--- src/rtl/core/osa_pkg.sv ---
// Shared types, constants and a helper function for the attention head core.
package osa_pkg;

    localparam int SCORE_W  = 40;
    localparam int WEIGHT_W = 17;
    localparam int SUM_W    = 32;
    localparam int ACC_W    = 48;
    localparam int DACC_W   = 58;

    localparam logic signed [SCORE_W-1:0] SCORE_MIN = {1'b1, {(SCORE_W-1){1'b0}}};
    localparam logic signed [SCORE_W-1:0] EXP_FLOOR = -40'sd1048576;
    localparam logic [30:0] TERM_ONE = 31'h4000_0000;
    localparam logic [3:0] EXP_TERMS = 4'd10;

    typedef enum logic [1:0] {
        OP_KEY   = 2'd0,
        OP_VALUE = 2'd1,
        OP_QUERY = 2'd2
    } opcode_t;

    typedef enum logic [1:0] {
        CFG_SEQ_LENGTH  = 2'd0,
        CFG_HEAD_SIZE   = 2'd1,
        CFG_SCORE_SCALE = 2'd2,
        CFG_CAUSAL_ON   = 2'd3
    } cfg_index_t;

    typedef enum logic [3:0] {
        ST_IDLE,
        ST_SCORE,
        ST_DRAIN,
        ST_WRD,
        ST_WDIFF,
        ST_WEXP,
        ST_ACC,
        ST_ADRAIN,
        ST_ORD,
        ST_OSTART,
        ST_OWAIT,
        ST_OPUT
    } top_state_t;

    typedef enum logic [2:0] {
        EXP_IDLE,
        EXP_MUL,
        EXP_RCP,
        EXP_FIX,
        EXP_POW,
        EXP_DONE
    } exp_state_t;

    typedef enum logic [1:0] {
        DIV_IDLE,
        DIV_RUN,
        DIV_DONE
    } div_state_t;

    typedef struct packed {
        logic                done;
        logic [WEIGHT_W-1:0] weight;
    } exp_res_t;

    typedef struct packed {
        logic               done;
        logic signed [15:0] q;
    } div_res_t;

    function automatic logic [31:0] recip(input logic [3:0] idx);
        logic [31:0] r;
        case (idx)
            4'd1:    r = 32'd4294967295;
            4'd2:    r = 32'd2147483647;
            4'd3:    r = 32'd1431655765;
            4'd4:    r = 32'd1073741823;
            4'd5:    r = 32'd858993459;
            4'd6:    r = 32'd715827882;
            4'd7:    r = 32'd613566756;
            4'd8:    r = 32'd536870911;
            4'd9:    r = 32'd477218588;
            4'd10:   r = 32'd429496729;
            default: r = 32'd0;
        endcase
        return r;
    endfunction

    // exp(-1) in Q2.30 from the ten-term series
    localparam logic [31:0] EXP_E1 = 32'd395007567;

endpackage

--- src/rtl/core/osa_exp.sv ---
// Iterative fixed-point exponential unit producing one softmax weight.
module osa_exp import osa_pkg::*; (
    input  logic                      aclk,
    input  logic                      aresetn,
    input  logic                      start,
    input  logic signed [SCORE_W-1:0] diff,
    output exp_res_t                  res
);

    exp_state_t          state_reg, state_next;
    logic [30:0]         term_reg, term_next;
    logic [31:0]         sum_reg, sum_next;
    logic [15:0]         r_reg, r_next;
    logic [4:0]          kcnt_reg, kcnt_next;
    logic [3:0]          idx_reg, idx_next;
    logic [46:0]         prod_reg, prod_next;
    logic [30:0]         x_reg, x_next;
    logic [63:0]         xr_reg, xr_next;
    logic [WEIGHT_W-1:0] w_reg, w_next;

    logic [SCORE_W-1:0]  neg_diff;
    logic [31:0]         q0, qi, rem, qfix;

    assign neg_diff = (diff > 0) ? '0 : SCORE_W'(-diff);
    assign q0   = xr_reg[63:32];
    assign qi   = q0 * {28'd0, idx_reg};
    assign rem  = {1'b0, x_reg} - qi;
    assign qfix = (rem >= {28'd0, idx_reg}) ? q0 + 32'd1 : q0;

    always_comb begin
        state_next = state_reg;
        term_next  = term_reg;
        sum_next   = sum_reg;
        r_next     = r_reg;
        kcnt_next  = kcnt_reg;
        idx_next   = idx_reg;
        prod_next  = prod_reg;
        x_next     = x_reg;
        xr_next    = xr_reg;
        w_next     = w_reg;
        res.done   = 1'b0;
        res.weight = w_reg;
        case (state_reg)
            EXP_IDLE: begin
                if (start) begin
                    if (diff < EXP_FLOOR) begin
                        w_next     = '0;
                        state_next = EXP_DONE;
                    end else begin
                        kcnt_next  = neg_diff[20:16];
                        r_next     = neg_diff[15:0];
                        term_next  = TERM_ONE;
                        sum_next   = {1'b0, TERM_ONE};
                        idx_next   = 4'd1;
                        state_next = EXP_MUL;
                    end
                end
            end
            EXP_MUL: begin
                prod_next  = {16'd0, term_reg} * {31'd0, r_reg};
                state_next = EXP_RCP;
            end
            EXP_RCP: begin
                x_next     = prod_reg[46:16];
                xr_next    = {33'd0, prod_reg[46:16]} * {32'd0, recip(idx_reg)};
                state_next = EXP_FIX;
            end
            EXP_FIX: begin
                term_next = qfix[30:0];
                if (idx_reg[0])
                    sum_next = (qfix > sum_reg) ? '0 : sum_reg - qfix;
                else
                    sum_next = sum_reg + qfix;
                if (idx_reg == EXP_TERMS) begin
                    state_next = EXP_POW;
                end else begin
                    idx_next   = idx_reg + 4'd1;
                    state_next = EXP_MUL;
                end
            end
            EXP_POW: begin
                if (kcnt_reg == 5'd0) begin
                    w_next     = WEIGHT_W'(({1'b0, sum_reg} + 33'd8192) >> 14);
                    state_next = EXP_DONE;
                end else begin
                    sum_next  = 32'(({32'd0, sum_reg} * {32'd0, EXP_E1}) >> 30);
                    kcnt_next = kcnt_reg - 5'd1;
                end
            end
            EXP_DONE: begin
                res.done   = 1'b1;
                state_next = EXP_IDLE;
            end
            default: state_next = EXP_IDLE;
        endcase
    end

    always_ff @(posedge aclk) begin
        if (!aresetn)
            state_reg <= EXP_IDLE;
        else
            state_reg <= state_next;
    end

    always_ff @(posedge aclk) begin
        term_reg <= term_next;
        sum_reg  <= sum_next;
        r_reg    <= r_next;
        kcnt_reg <= kcnt_next;
        idx_reg  <= idx_next;
        prod_reg <= prod_next;
        x_reg    <= x_next;
        xr_reg   <= xr_next;
        w_reg    <= w_next;
    end

endmodule

--- config.mk ---
export PLATFORM = sky130hd
export DESIGN_NAME = osa_exp
export DESIGN_NICKNAME = d
export VERILOG_FILES = /design/src/rtl/core/osa_pkg.sv /design/src/rtl/core/osa_exp.sv
export SDC_FILE = /design/constraint.sdc
export NUM_CORES = 2
export LEC_CHECK = 0
export ABC_AREA = 0
export BUFFER_PORTS_ARGS = -buffer_cell sky130_fd_sc_hd__clkbuf_2
export CAP_MARGIN = 20
export CORE_MARGIN = 1
export CORE_UTILIZATION = 49
export CTS_BUF_LIST = sky130_fd_sc_hd__clkbuf_8
export DETAILED_ROUTE_END_ITERATION = 6
export SLEW_MARGIN = 20
export SYNTH_ARGS = -nofsm -noshare
export SYNTH_HDL_FRONTEND = slang
export SYNTH_SLANG_ARGS = --single-unit
--- constraint.sdc ---
create_clock -name aclk -period 22.1 [get_ports aclk]
set_input_delay 4.42 -clock aclk [delete_from_list [all_inputs] [get_ports aclk]]
set_output_delay 4.42 -clock aclk [all_outputs]
set_load 0.05 [all_outputs]
==> flow_metrics.env <==
export IMPL_ys_flop_type="edfxtp_1"
export IMPL_crit_reg2reg_launch="idx_reg[1]"
export IMPL_drc_errors=0
export IMPL_grt_overflow=0
export IMPL_fin_skew_ns=0.07448
export IMPL_status="finished, final reports clean"
export IMPL_post_route_cells_drive_above_1_share=0.03549
export IMPL_synth_largest_area_cell="fa_1"
export IMPL_grt_start_max_net_pins=83
export IMPL_grtUsageTotal=0.2923
export IMPL_yosysMostFrequentCell="inv_1"
export IMPL_critPathSlowestCell="a21o_1"
export IMPL_holdCritStartpoint="prod_reg[18]"
export IMPL_drt_wl_total_mm=206.6
export IMPL_die_area_sq_um=145500
export IMPL_syn_area_sq_um=70550
export IMPL_hold_viol=0
export IMPL_placed_area_sq_um=72940
export IMPL_synthMuxAreaShare=0.002430
export IMPL_port_buffers=60
export IMPL_wl_per_cell_microns=22.14
export IMPL_synth_seq_cells=216
export IMPL_avgSynthCellArea_sq_um=9.462
export IMPL_cts_resized=0
export IMPL_nFillCells=13420
export IMPL_synth_nets=9869
export IMPL_rows=138
export IMPL_dp_hpwl_mm=172.9
export IMPL_numCtsBuffers=43
export IMPL_first_iter_violations=3194
export IMPL_synth_common_cells="1983 x inv_1, 1523 x fa_1, 853 x nand2_1"
export IMPL_cpMostUsedCell="fa_1"
export IMPL_dieWidth_microns=381.4
export IMPL_ys_seq_area_frac=0.08939
export IMPL_start_kind="flop"
export IMPL_syn_inst=7456
export IMPL_cts_setup_buffers=0
export IMPL_holdCritPathClass="flop to flop"
export IMPL_vias=50720
export IMPL_slowest_delay_ns=0.94
export IMPL_yosys_area_top_type_share=0.4322
export IMPL_hold_buffers=0
export IMPL_dr_pass1_iters=6
export IMPL_synthAdderAreaFrac=0.5824
export IMPL_setup_violations=0
export IMPL_stdcell_area_sq_um=73870
export IMPL_synth_xor_area_share=0.02632
export IMPL_ys_async_sr_fraction=0
export IMPL_slew_violations=0
export IMPL_grt_pass1_vias=54550
export IMPL_ant_nets=0
export IMPL_synth_edf_count=198
export IMPL_gp_congestion=0.9444
export IMPL_required_ns=22.42
export IMPL_synth_top_family_by_area="adder cells"
export IMPL_syn2layout_area_growth_pct=4.712
export IMPL_period_minus_slack_ns=10.34
export IMPL_finalCritPeriodShare=0.4680
export IMPL_ys_top_cells_by_area="fa_1 43%, ha_1 15%, inv_1 11%"
export IMPL_htree_levels=2
export IMPL_path_clk_slew_ns=0.07
export IMPL_nNetsFinal=9817
export IMPL_rsz0062_at_grt="false"
export IMPL_cts_tree="yes"
export IMPL_cts_root_buf="clkbuf_8"
export IMPL_io_pins=61
export IMPL_cp_startpoint="idx_reg[1]"
export IMPL_yosys_area_share_simple=0.1148
export IMPL_core_area_sq_um=142300
export IMPL_path_class="flop to flop"
export IMPL_chipHeight_microns=381.4
export IMPL_start_util=0.4959
export IMPL_worst_pin_slew_ns=1.150
export IMPL_synth_compound_area_frac=0.06585
export IMPL_area_sequential_sq_um=6306
export IMPL_max_freq_mhz=96.69
export IMPL_grt_pass1_wl_mm=323.2
export IMPL_synthDistinctLibCells=89
export IMPL_clkSinkCount=216
export IMPL_multi_input_area_sq_um=55890
export IMPL_largest_reg_flops=32
export IMPL_cp_max_fo=35
export IMPL_crit_arrival_ns=10.66
export IMPL_antenna_found_initial=5
export IMPL_maxCapViolCount=0
export IMPL_yosysWarnings=0
export IMPL_finalSetupTns_ns=0
export IMPL_clockBufferDepth=3
export IMPL_clk_insertion_delay_late_ns=0.68
export IMPL_relSlewSlack=0.2335
export IMPL_vias_per_cell=5.437
export IMPL_end_kind="flop"
## cell families (layout without fill, tap and decap cells)
| group | Yosys count | count (layout) |
|---|---|---|
| fa+ha+maj | 2370 | 2370 |
| buf+inv | 2227 | 2209 |
| simple gates | 1725 | 1725 |
| compound gates | 694 | 694 |
| flops | 216 | 216 |
| xor+xnor | 207 | 207 |
| mux | 17 | 17 |
| other cells | 0 | 1 |
## layout by cell type (no fill, tap or decap), drive strengths merged, types with 20 or more instances in the layout
cell / netlist / layout
nand4: 42 / 42
a211oi: 53 / 53
nor3: 52 / 52
buf: 14 / 84
or3: 21 / 21
nor2: 213 / 213
o22ai: 37 / 37
nand2b: 20 / 20
and3: 26 / 26
ha: 847 / 847
nor2b: 35 / 35
nand3: 54 / 54
clkbuf: 227 / 106
o21ai: 109 / 109
o21a: 37 / 37
xnor2: 123 / 123
a21o: 83 / 83
edfxtp: 198 / 198
xor2: 83 / 83
nand2: 854 / 854
o21bai: 26 / 26
and2: 349 / 349
fa: 1523 / 1523
a21oi: 177 / 177
inv: 1986 / 1996
## worst max-delay path, delay by kind of cell, from the launching register on
family	cells	cell delay, ns
DFF	1	0.34
buffers and inverters	5	0.88
adders and majority gates	6	2.48
and+or+nand+nor	10	2.62
xor gates and xnor gates	1	0.26
AOI/OAI and AO/OA	11	3.36
## layer usage
| layer | routed length, microns | track usage | up-vias |
|---|---|---|---|
| met5 | 8 | 0 | - |
| met4 | 7974 | 0.09780 | 2 |
| met3 | 11030 | 0.03120 | 326 |
| met2 | 101300 | 0.4990 | 1500 |
| met1 | 86230 | 0.3877 | 26320 |
| li1 | - | - | 22570 |
## through the flow
stage	hold WS, ns	std cells	util	setup slack, ns
floorplan	0.4977	7456	-	13.55
global placement	0.4531	9248	0.5127	12.16
detailed placement	0.4467	9248	0.5127	12.01
CTS	0.4649	9327	0.5191	11.88
global route	0.4723	9329	0.5192	11.13
finish	0.4571	9329	0.5192	11.76
## worst paths after layout
check | endpoint | slack, ns | cells after the start
max | sum_reg[27] | 11.76 | 33
min reg2reg | x_reg[2] | 0.46 | 0
min | x_reg[2] | 0.46 | 0
max reg2reg | sum_reg[27] | 11.76 | 33
## cell type report
type / count / share of cell area
clock inverter: 33 / 0.003777
antenna: 1 / 0.00003387
sequential: 216 / 0.08536
timing repair buffer: 144 / 0.01270
multi-input combinational: 5013 / 0.7566
clock buffer: 46 / 0.008570
tap: 1890 / 0.03201
inverter: 1986 / 0.1009
Power is not shown: default switching activity piles up to over one toggle a cycle in this logic, so the estimate is an artifact.
