$ cat config.mk
export PLATFORM = sky130hd
export DESIGN_NAME = osa_div
export DESIGN_NICKNAME = d
export VERILOG_FILES = /design/src/rtl/core/osa_pkg.sv /design/src/rtl/core/osa_div.sv
export SDC_FILE = /design/constraint.sdc
export NUM_CORES = 1
export LEC_CHECK = 0
export BUFFER_PORTS_ARGS = -buffer_cell sky130_fd_sc_hd__buf_2
export CORE_ASPECT_RATIO = 0.6
export CORE_MARGIN = 2
export CORE_UTILIZATION = 56
export CTS_CLUSTER_DIAMETER = 200
export DETAILED_ROUTE_END_ITERATION = 7
export PLACE_DENSITY = 0.78
export SLEW_MARGIN = 0
export SYNTH_ARGS = -nofsm -noshare
export SYNTH_HDL_FRONTEND = slang
export SYNTH_SLANG_ARGS = --single-unit
$ cat constraint.sdc
create_clock -name aclk -period 10.3 [get_ports aclk]
set_input_delay 2.06 -clock aclk [delete_from_list [all_inputs] [get_ports aclk]]
set_output_delay 2.06 -clock aclk [all_outputs]
set_load 0.01 [all_outputs]
$ cat src/rtl/core/osa_pkg.sv
// Shared types, constants and a helper function for the attention head core.
package osa_pkg;

    localparam int SCORE_W  = 40;
    localparam int WEIGHT_W = 17;
    localparam int SUM_W    = 32;
    localparam int ACC_W    = 48;
    localparam int DACC_W   = 58;

    localparam logic signed [SCORE_W-1:0] SCORE_MIN = {1'b1, {(SCORE_W-1){1'b0}}};
    localparam logic signed [SCORE_W-1:0] EXP_FLOOR = -40'sd1048576;
    localparam logic [30:0] TERM_ONE = 31'h4000_0000;
    localparam logic [3:0] EXP_TERMS = 4'd10;

    typedef enum logic [1:0] {
        OP_KEY   = 2'd0,
        OP_VALUE = 2'd1,
        OP_QUERY = 2'd2
    } opcode_t;

    typedef enum logic [1:0] {
        CFG_SEQ_LENGTH  = 2'd0,
        CFG_HEAD_SIZE   = 2'd1,
        CFG_SCORE_SCALE = 2'd2,
        CFG_CAUSAL_ON   = 2'd3
    } cfg_index_t;

    typedef enum logic [3:0] {
        ST_IDLE,
        ST_SCORE,
        ST_DRAIN,
        ST_WRD,
        ST_WDIFF,
        ST_WEXP,
        ST_ACC,
        ST_ADRAIN,
        ST_ORD,
        ST_OSTART,
        ST_OWAIT,
        ST_OPUT
    } top_state_t;

    typedef enum logic [2:0] {
        EXP_IDLE,
        EXP_MUL,
        EXP_RCP,
        EXP_FIX,
        EXP_POW,
        EXP_DONE
    } exp_state_t;

    typedef enum logic [1:0] {
        DIV_IDLE,
        DIV_RUN,
        DIV_DONE
    } div_state_t;

    typedef struct packed {
        logic                done;
        logic [WEIGHT_W-1:0] weight;
    } exp_res_t;

    typedef struct packed {
        logic               done;
        logic signed [15:0] q;
    } div_res_t;

    function automatic logic [31:0] recip(input logic [3:0] idx);
        logic [31:0] r;
        case (idx)
            4'd1:    r = 32'd4294967295;
            4'd2:    r = 32'd2147483647;
            4'd3:    r = 32'd1431655765;
            4'd4:    r = 32'd1073741823;
            4'd5:    r = 32'd858993459;
            4'd6:    r = 32'd715827882;
            4'd7:    r = 32'd613566756;
            4'd8:    r = 32'd536870911;
            4'd9:    r = 32'd477218588;
            4'd10:   r = 32'd429496729;
            default: r = 32'd0;
        endcase
        return r;
    endfunction

    // exp(-1) in Q2.30 from the ten-term series
    localparam logic [31:0] EXP_E1 = 32'd395007567;

endpackage

$ cat src/rtl/core/osa_div.sv
// Restoring divider giving the rounded, saturated output element.
module osa_div import osa_pkg::*; (
    input  logic                    aclk,
    input  logic                    aresetn,
    input  logic                    start,
    input  logic signed [ACC_W-1:0] acc,
    input  logic [SUM_W-1:0]        den,
    output div_res_t                res
);

    div_state_t         state_reg, state_next;
    logic [49:0]        rem_reg, rem_next;
    logic [49:0]        dsh_reg, dsh_next;
    logic [14:0]        qacc_reg, qacc_next;
    logic [3:0]         cnt_reg, cnt_next;
    logic               neg_reg, neg_next;
    logic signed [15:0] q_reg, q_next;

    logic [ACC_W-1:0]   mag;
    logic [49:0]        num;
    logic [32:0]        den2;
    logic               bit_take;
    logic [14:0]        qacc_step;

    assign mag       = acc[ACC_W-1] ? ACC_W'(-acc) : ACC_W'(acc);
    assign num       = {1'b0, mag, 1'b0} + {18'd0, den};
    assign den2      = {den, 1'b0};
    assign bit_take  = rem_reg >= dsh_reg;
    assign qacc_step = {qacc_reg[13:0], bit_take};

    always_comb begin
        state_next = state_reg;
        rem_next   = rem_reg;
        dsh_next   = dsh_reg;
        qacc_next  = qacc_reg;
        cnt_next   = cnt_reg;
        neg_next   = neg_reg;
        q_next     = q_reg;
        res.done   = 1'b0;
        res.q      = q_reg;
        case (state_reg)
            DIV_IDLE: begin
                if (start) begin
                    neg_next = acc[ACC_W-1];
                    if (den == '0) begin
                        q_next     = '0;
                        state_next = DIV_DONE;
                    end else if (num >= {2'b0, den2, 15'd0}) begin
                        q_next     = acc[ACC_W-1] ? 16'sh8000 : 16'sh7FFF;
                        state_next = DIV_DONE;
                    end else begin
                        rem_next   = num;
                        dsh_next   = {3'b0, den2, 14'd0};
                        qacc_next  = '0;
                        cnt_next   = 4'd14;
                        state_next = DIV_RUN;
                    end
                end
            end
            DIV_RUN: begin
                if (bit_take)
                    rem_next = rem_reg - dsh_reg;
                dsh_next  = dsh_reg >> 1;
                qacc_next = qacc_step;
                if (cnt_reg == 4'd0) begin
                    q_next     = neg_reg ? -$signed({1'b0, qacc_step}) : $signed({1'b0, qacc_step});
                    state_next = DIV_DONE;
                end else begin
                    cnt_next = cnt_reg - 4'd1;
                end
            end
            DIV_DONE: begin
                res.done   = 1'b1;
                state_next = DIV_IDLE;
            end
            default: state_next = DIV_IDLE;
        endcase
    end

    always_ff @(posedge aclk) begin
        if (!aresetn)
            state_reg <= DIV_IDLE;
        else
            state_reg <= state_next;
    end

    always_ff @(posedge aclk) begin
        rem_reg  <= rem_next;
        dsh_reg  <= dsh_next;
        qacc_reg <= qacc_next;
        cnt_reg  <= cnt_next;
        neg_reg  <= neg_next;
        q_reg    <= q_next;
    end

endmodule

==> results of run 1 <==
[logic make-up (layout without fill, tap and decap cells)]
kind of cell | after synthesis | count (layout)
adders and majority gates | 116 | 116
and+or+nand+nor | 453 | 453
xor gates and xnor gates | 147 | 147
AOI/OAI and AO/OA | 437 | 437
other | 0 | 1
buffers and inverters | 163 | 248
muxes | 15 | 15
DFF | 134 | 134
[synth_stat cells, drive strengths merged, types with 5 or more instances]
| cell type | number |
|---|---|
| o211ai | 10 |
| nor3b | 6 |
| o41ai | 11 |
| xnor2 | 84 |
| a21o | 43 |
| mux2 | 11 |
| or4 | 6 |
| o31ai | 22 |
| inv | 109 |
| a211oi | 13 |
| xor2 | 63 |
| and3 | 8 |
| a21boi | 5 |
| nand4 | 21 |
| o21a | 12 |
| nand2 | 142 |
| a31o | 6 |
| a21oi | 104 |
| nand2b | 15 |
| or3 | 9 |
| o21bai | 12 |
| or2 | 7 |
| nand3 | 35 |
| a41o | 6 |
| nor3 | 36 |
| edfxtp | 132 |
| ha | 114 |
| clkbuf | 41 |
| a31oi | 13 |
| o21ai | 141 |
| nor4 | 23 |
| and2 | 22 |
| nor2b | 16 |
| nor2 | 95 |
| buf | 13 |
[cell type report]
type	count	share of cell area (%)
flip-flops and latches	134	28.5
inverters	109	2.91
clock buffers	19	3.08
clock inverters	13	1.46
multi-input cells	1168	57.3
diodes	1	0.0178
well taps	308	2.74
repair buffers	107	3.96
[tightest hold or removal path: stages, from the launching register on]
cell and delay (ns):
edfxtp_1 0.34, nand2_1 0.05, o21ai_0 0.07
[worst max-delay path by stage]
stage,to,slack (ns),depth (start not counted)
floorplan,dsh_reg[0],0.86,26
global placement,rem_reg[1],1.05,26
detailed placement,rem_reg[0],0.86,27
CTS,rem_reg[9],1.25,27
global route,rem_reg[9],0.51,27
finish,rem_reg[8],0.95,27
[power groups by stage]
stage	Combinational, mW	Clock [mW]	Sequential, mW
2_1_floorplan	1.13	0	0.834
6_report	1.60	0.669	0.837
4_1_cts	1.55	0.674	0.837
3_3_place_gp	1.49	0	0.841
3_5_place_dp	1.52	0	0.847
5_1_grt	1.74	0.697	0.850
[placed cells by master, fill, tap and decap left out, types with 9 or more instances in the layout]
cell type / Yosys / routed
a211oi_1: 12 / 12
o21ai_0: 137 / 137
nand2b_1: 15 / 14
o21bai_1: 12 / 12
nor2b_1: 15 / 14
inv_1: 109 / 109
mux2_2: 10 / 10
o211ai_1: 10 / 10
o41ai_1: 9 / 9
o21a_1: 12 / 12
o31ai_1: 21 / 21
clkbuf_16: 0 / 17
a21o_1: 43 / 42
nand2_1: 142 / 142
buf_2: 4 / 99
ha_1: 114 / 114
nand3_1: 34 / 34
nor2_1: 93 / 93
nor3_1: 32 / 32
xnor2_1: 84 / 84
edfxtp_1: 132 / 132
and2_1: 22 / 22
xor2_1: 60 / 60
a21oi_1: 104 / 104
nand4_1: 20 / 20
or3_1: 9 / 9
nor4_1: 20 / 20
a31oi_1: 13 / 13
[metrics by stage]
step	setup slack, ns	total power [mW]
after global placement	1.05	2.34
after detailed placement	0.856	2.37
after global routing	0.512	3.29
final	0.952	3.10
after CTS	1.25	3.06
after floorplan	0.862	1.96
[routing by layer]
metal	global-route usage (%)	share of wire [%]
met5	0	0
met4	7.61	1.8
met3	12.3	14
met2	45.3	40
met1	48.1	45
==> flow_summary_export.csv, run 1 <==
group,metric,value,unit
layout,area_growth_syn_to_layout,11.0,%
sta,hold_violations,0,
status,run_status,"complete, but fails checks",
power_and_ir_drop,pwr-share-clk,21.6,%
power_and_ir_drop,p_leak,5.80,nW
drt,first_pass_iters,8,
drt,drt_iter0_drc,1357,
sta,tns,0,ns
placement,placed_cells,1826,
logic_synthesis,ys_seq_area_share,31.7,%
setup_path,r2r_cells,16,
grt,grt.overflow.total,0,
logic_synthesis,synthSimpleGateAreaFrac,18.2,%
logic_synthesis,yosys.area.top_type_share,31.3,%
setup_path,critPathBufInv,2,
setup_path,r2r_slack,5.65,ns
layout,multiInputGateArea,8050,um^2
power_and_ir_drop,cellPowerDensity,221,nW/um^2
power_and_ir_drop,pwr-share-seq,27.0,%
sta,whs,0.553,ns
cts,cts_buffers,17,
cts,h-tree-depth,4,
sta,fin_crit_sh,90.8,%
grt,grt_start_max_net_pins,112,
cts,clkSinkCount,134,
setup_path,cp_slowest_cell,"nor4_1",
drt,antenna_left,0,
grt,grt_pass1_vias,10800,
logic_synthesis,synthFlopType,"edfxtp_1",
logic_synthesis,synth_top_family_by_area,"compound AO/OA/AOI/OAI gates",
layout,largest_register_ff_count,50,
setup_path,cp-startpoint,"acc[8]",
placement,numPortBuffers,99,
drt,drc,4,
cts,postCtsSetupBuffers,0,
hold_path,hold_class,"flip-flop to flip-flop",
logic_synthesis,synthArstFlopShare,0,%
logic_synthesis,synth_top_cell_by_area,"edfxtp_1",
logic_synthesis,netlist_area,12600,um^2
setup_path,cp_max_fo,50,
sta,fin_crit,9.35,ns
layout,final_util,63.5,%
cts,clkTransAtPathRegs,0.06,ns
logic_synthesis,synth_edf_count,132,
floorplan,row_count,42,
logic_synthesis,synth_area_per_cell,8.63,um^2
power_and_ir_drop,vdd_drop_max,0.000166,V
power_and_ir_drop,p_sw,1.29,mW
grt,antenna_found_initial,1,
setup_path,cp-start-kind,"primary input",
layout,fin_cells,1859,
layout,stdcell_area,14000,um^2
placement,hpwl,29.7,mm
cts,cts_tree,"done",
cts,cts_buffer_depth,2,
setup_path,r2r_start,"rem_reg[0]",
logic_synthesis,synthAdderAreaFrac,11.6,%
drt,routed_wl,38.5,mm
floorplan,ios,100,
logic_synthesis,synth_fp_nets,1664,
setup_path,cp_top_family,"compound AO/OA/AOI/OAI gates",
sta,relSlewSlack,24.2,%
placement,gp_congestion,1.04,
logic_synthesis,syn-instance-count,1465,
logic_synthesis,synth_cell_types,84,
sta,final_max_slew_viol_count,0,
setup_path,end_kind,"flip-flop",
logic_synthesis,synth-compound-area-share,22.0,%
logic_synthesis,synth_xor_area_share,10.4,%
sta,tightest_slew,1.12,ns
power_and_ir_drop,comb_power_share,51.5,%
placement,place_area,13400,um^2
power_and_ir_drop,p_int,1.81,mW
drt,via_per_inst,6.26,
cts,holdBufCountCts,0,
drt,wl_per_cell,20.7,um
logic_synthesis,synth_mux_area_share,1.30,%
sta,max_freq,107,MHz
grt,grt_pass1_wl,59.5,mm
status,violations,"DRC",
logic_synthesis,yosysWarningCount,0,
layout,drive_gt1_share,12.4,%
sta,rsz0062_at_grt,"no",
sta,clock-skew-final,0.0110,ns
hold_path,holdPathStages,2,
setup_path,r2r-end,"q_reg[14]",
floorplan,dieWidth,198,um
cts,cts-root-buf,"clkbuf_16",
layout,fin_nets,1736,
floorplan,die_h,120,um
cts,clk_latency,0.43,ns
setup_path,slowest_delay,0.72,ns
hold_path,hold_path.startpoint,"dsh_reg[37]",
logic_synthesis,ys_top_cells_by_area,"edfxtp_1 31%, ha_1 11%, xnor2_1 5.8%, o21ai_0 5.4%, nand2_1 4.2%",
floorplan,core-area,22100,um^2
setup_path,critical_path_class,"primary input to flip-flop",
grt,grt_usage,32.8,%
logic_synthesis,yosys_register_bits,134,
power_and_ir_drop,p_sw_share,41.7,%
job,drv_cap,0,
setup_path,crit_required,10.35,ns
layout,fill_cells,1864,
cts,cts_resized,0,
drt,vias,11600,
setup_path,crit_arrival,9.40,ns
floorplan,initial_utilization,57.2,%
sta,finalSetupViolations,0,
floorplan,die_area,23800,um^2
layout,ff_latch_area,4000,um^2
hold_path,hold_end,"dsh_reg[36]",
No activity file was read; power rests on OpenSTA's default activity.
==> run 2, diff against run 1 <==
- CTS_CLUSTER_DIAMETER: 200 -> 100
- PLACE_DENSITY: 0.78 -> 0.74
==> flow_summary_export.csv, run 2 (same netlist as run 1, synthesis figures left out) <==
group,metric,value,unit
floorplan,die_area,23800,um^2
layout,diodes,0,
layout,final_cell_mix,"142 x nand2_1, 137 x o21ai_0, 132 x edfxtp_1, 114 x ha_1, 109 x inv_1",
grt,grt_util_met2,45.9,%
power_and_ir_drop,power.total,3.11,mW
job,drv_cap,0,
drt,via_per_inst,6.26,
grt,grt_pass1_wl,59.7,mm
status,run_status,"completed",
layout,ff_latch_area,4000,um^2
sta,clock-skew-final,0.0135,ns
grt,grt_use_met3,11.6,%
sta,rsz0062_at_grt,"no",
hold_path,hold_class,"flip-flop to flip-flop",
sta,fin_crit_sh,90.2,%
cts,postCtsSetupBuffers,0,
power_and_ir_drop,p_leak,5.82,nW
cts,clkTransAtPathRegs,0.06,ns
placement,numPortBuffers,99,
cts,holdBufCountCts,0,
sta,finalSetupViolations,0,
floorplan,die_h,120,um
grt,grt_usage,33.0,%
placement,gp_congestion,1.03,
drt,wl_per_cell,20.7,um
cts,cts_resized,0,
sta,max_freq,108,MHz
grt,grt.overflow.total,0,
setup_path,critPathBufInv,2,
drt,routed_wl,38.5,mm
grt,grtUsageMet1,47.8,%
drt,vias,11600,
sta,relSlewSlack,10.9,%
layout,fill_cells,1894,
drt,drc,0,
floorplan,core-area,22100,um^2
setup_path,cp_max_fo,50,
cts,clk_latency,0.43,ns
grt,grt_start_max_net_pins,97,
floorplan,dieWidth,198,um
cts,cts_buffers,17,
floorplan,ios,100,
layout,fin_nets,1737,
floorplan,row_count,42,
grt,antenna_found_initial,1,
cts,clkSinkCount,134,
layout,multiInputGateArea,8050,um^2
layout,final_common_cell,"nand2_1",
setup_path,crit_required,10.35,ns
setup_path,end_kind,"flip-flop",
sta,tns,0,ns
power_and_ir_drop,cellPowerDensity,221,nW/um^2
cts,cts_buffer_depth,2,
floorplan,initial_utilization,57.2,%
sta,whs,0.548,ns
grt,grt_pass1_vias,10800,
cts,cts_tree,"done",
setup_path,slowest_delay,0.63,ns
drt,drt_iter0_drc,1237,
layout,area_growth_syn_to_layout,11.3,%
setup_path,crit_arrival,9.34,ns
layout,drive_gt1_share,12.6,%
sta,fin_crit,9.30,ns
setup_path,critical_path_class,"primary input to flip-flop",
layout,largest_register_ff_count,50,
grt,grt-busiest-layer,"met1",
placement,hpwl,30.0,mm
power_and_ir_drop,vdd_drop_max,0.000155,V
sta,final_max_slew_viol_count,0,
drt,antenna_left,0,
setup_path,cp_top_family,"compound AO/OA/AOI/OAI gates",
setup_path,cp-start-kind,"primary input",
cts,h-tree-depth,4,
sta,tightest_slew,1.32,ns
cts,cts-root-buf,"clkbuf_16",
drt,first_pass_iters,6,
sta,hold_violations,0,
setup_path,cp_slowest_cell,"o311ai_1",
-- run 2: routing by layer --
layer	part of all wire (%)	wire length, um
met1	45	17500
met2	40	15200
met3	13	4830
met4	2.3	877
met5	0.24	91
-- run 2: cell type report --
type | instances | share of cell area [%]
clock buffers | 17 | 3.02
clock inverters | 15 | 1.62
inverters | 109 | 2.91
multi-input cells | 1168 | 57.2
flip-flops and latches | 134 | 28.4
well taps | 308 | 2.74
repair buffers | 108 | 4.09
-- run 2: worst paths after layout --
kind         cells past startpoint  slack (ns)          end        start
max                             27        1.00   rem_reg[7]       acc[8]
min                              2        0.55  dsh_reg[35]  dsh_reg[36]
min reg2reg                      2        0.55  dsh_reg[35]  dsh_reg[36]
max reg2reg                     16        5.55    q_reg[12]   rem_reg[0]
-- run 2: tightest hold or removal path, stage by stage (launching register included) --
cell	delay [ns]
edfxtp_1	0.34
nand2_1	0.04
o21ai_0	0.06
-- run 2: power breakdown --
part	internal (mW)	switching (mW)	leakage, nW
logic	0.601	0.983	4.21
registers	0.780	0.0569	1.30
clock network	0.431	0.254	0.313
-- run 2: through the flow --
step / util, % / cells / setup WS [ns] / instance area [um^2]
finish: 63.6 / 1859 / 1.00 / 14100
global route: 63.6 / 1859 / 0.554 / 14100
CTS: 63.6 / 1859 / 1.12 / 14100
detailed placement: 60.7 / 1827 / 0.734 / 13400
global placement: 60.7 / 1827 / 0.954 / 13400
floorplan: - / 1465 / 0.862 / 12700
==> run 3, diff against run 2 <==
==> constraint.sdc (replaced) <==
create_clock -name aclk -period 10.3 [get_ports aclk]
set_input_delay 0.515 -clock aclk [delete_from_list [all_inputs] [get_ports aclk]]
set_output_delay 0.515 -clock aclk [all_outputs]
set_load 0.01 [all_outputs]
==> flow_summary_export.csv, run 3 (same netlist as run 1, synthesis figures left out) <==
group,metric,value,unit
sta,whs,0.320,ns
setup_path,end_kind,"flip-flop",
drt,routed_wl,38.2,mm
setup_path,cp-startpoint,"acc[8]",
setup_path,endpoint,"dsh_reg[45]",
grt,grt.overflow.total,0,
setup_path,critical_path_class,"primary input to flip-flop",
sta,layout_setup_ws,2.05,ns
sta,hold_violations,0,
placement,hpwl,30.3,mm
setup_path,critPathBufInv,3,
setup_path,slowest_delay,0.86,ns
sta,max_freq,121,MHz
sta,fin_crit_sh,80.1,%
hold_path,hold_class,"primary input to flip-flop",
grt,grt_start_max_net_pins,97,
layout,stdcell_area,14100,um^2
job,drv_cap,0,
sta,relSlewSlack,18.4,%
sta,clock-skew-final,0.0109,ns
sta,rsz0062_at_grt,"no",
cts,clkSinkCount,134,
power_and_ir_drop,cellPowerDensity,220,nW/um^2
floorplan,ios,100,
drt,drc,0,
drt,via_per_inst,6.25,
floorplan,dieWidth,198,um
setup_path,cp-start-kind,"primary input",
setup_path,r2r_cells,13,
placement,gp_congestion,1.01,
layout,drive_gt1_share,12.4,%
cts,clkTransAtPathRegs,0.06,ns
drt,wl_per_cell,20.5,um
layout,final_util,63.6,%
grt,grt_pass1_wl,58.8,mm
grt,antenna_found_initial,3,
cts,cts_tree,"done",
sta,tns,0,ns
setup_path,r2r_slack,5.50,ns
setup_path,r2r-end,"rem_reg[5]",
sta,finalSetupViolations,0,
floorplan,initial_utilization,57.2,%
floorplan,die_h,120,um
cts,cts-root-buf,"clkbuf_16",
grt,grt_usage,32.6,%
setup_path,cp_top_family,"compound AO/OA/AOI/OAI gates",
layout,fin_cells,1858,
placement,numPortBuffers,99,
drt,vias,11600,
cts,clk_latency,0.43,ns
layout,final_common_cell,"nand2_1",
floorplan,die_area,23800,um^2
power_and_ir_drop,vdd_drop_max,0.000171,V
grt,grt_pass1_vias,10600,
status,run_status,"completed",
placement,place_ws,1.81,ns
layout,fin_nets,1734,
power_and_ir_drop,p_leak,5.81,nW
layout,final_cell_mix,"142 x nand2_1, 137 x o21ai_0, 132 x edfxtp_1, 114 x ha_1, 109 x inv_1",
drt,first_pass_iters,5,
cts,cts_buffers,17,
setup_path,crit_required,10.42,ns
floorplan,row_count,42,
layout,area_growth_syn_to_layout,11.2,%
setup_path,path_depth,28,
sta,final_max_slew_viol_count,0,
setup_path,crit_arrival,8.36,ns
layout,largest_register_ff_count,50,
setup_path,cp_max_fo,32,
sta,fin_crit,8.25,ns
cts,cts_buffer_depth,2,
setup_path,r2r_start,"dsh_reg[13]",
cts,cts_resized,0,
cts,h-tree-depth,4,
drt,antenna_left,0,
power_and_ir_drop,power.total,3.10,mW
setup_path,cp_slowest_cell,"o21ai_4",
placement,place_area,13400,um^2
sta,tightest_slew,1.21,ns
floorplan,core-area,22100,um^2
cts,postCtsSetupBuffers,0,
placement,placed_cells,1824,
cts,holdBufCountCts,0,
drt,drt_iter0_drc,1214,
run 3: how the worst min path moves through the flow:
stage                           start           end  slack (ns)  cells after the start
after CTS                     aresetn  state_reg[0]        0.31                      2
after global placement    dsh_reg[31]   dsh_reg[30]        0.53                      2
after global routing          aresetn  state_reg[1]        0.32                      2
after floorplan           dsh_reg[17]   dsh_reg[16]        0.52                      2
final                         aresetn  state_reg[0]        0.32                      2
after detailed placement  dsh_reg[37]   dsh_reg[36]        0.54                      2
run 3: area by class of cell:
cell class	instances	area, um^2
diodes	2	5.00
clock buffers	17	425
clock inverters	15	225
fillers	1913	8060
inverters	109	409
multi-input cells	1168	8050
flip-flops and latches	134	4000
well taps	308	385
repair buffers	105	553
run 3: layer usage:
layer | vias up | share of wire (%) | track usage [%]
met2 | 520 | 40 | 45.2
li1 | 5521 | - | -
met3 | 39 | 13 | 11.8
met1 | 5529 | 46 | 48.6
met5 | - | 0 | 0
met4 | 0 | 1.1 | 6.34
run 3: where the power goes:
| part | internal, mW | switching [mW] | leakage [nW] |
|---|---|---|---|
| sequential | 0.781 | 0.0562 | 1.30 |
| clock | 0.432 | 0.250 | 0.318 |
| combinational | 0.598 | 0.982 | 4.20 |
| total | 1.81 | 1.29 | 5.81 |
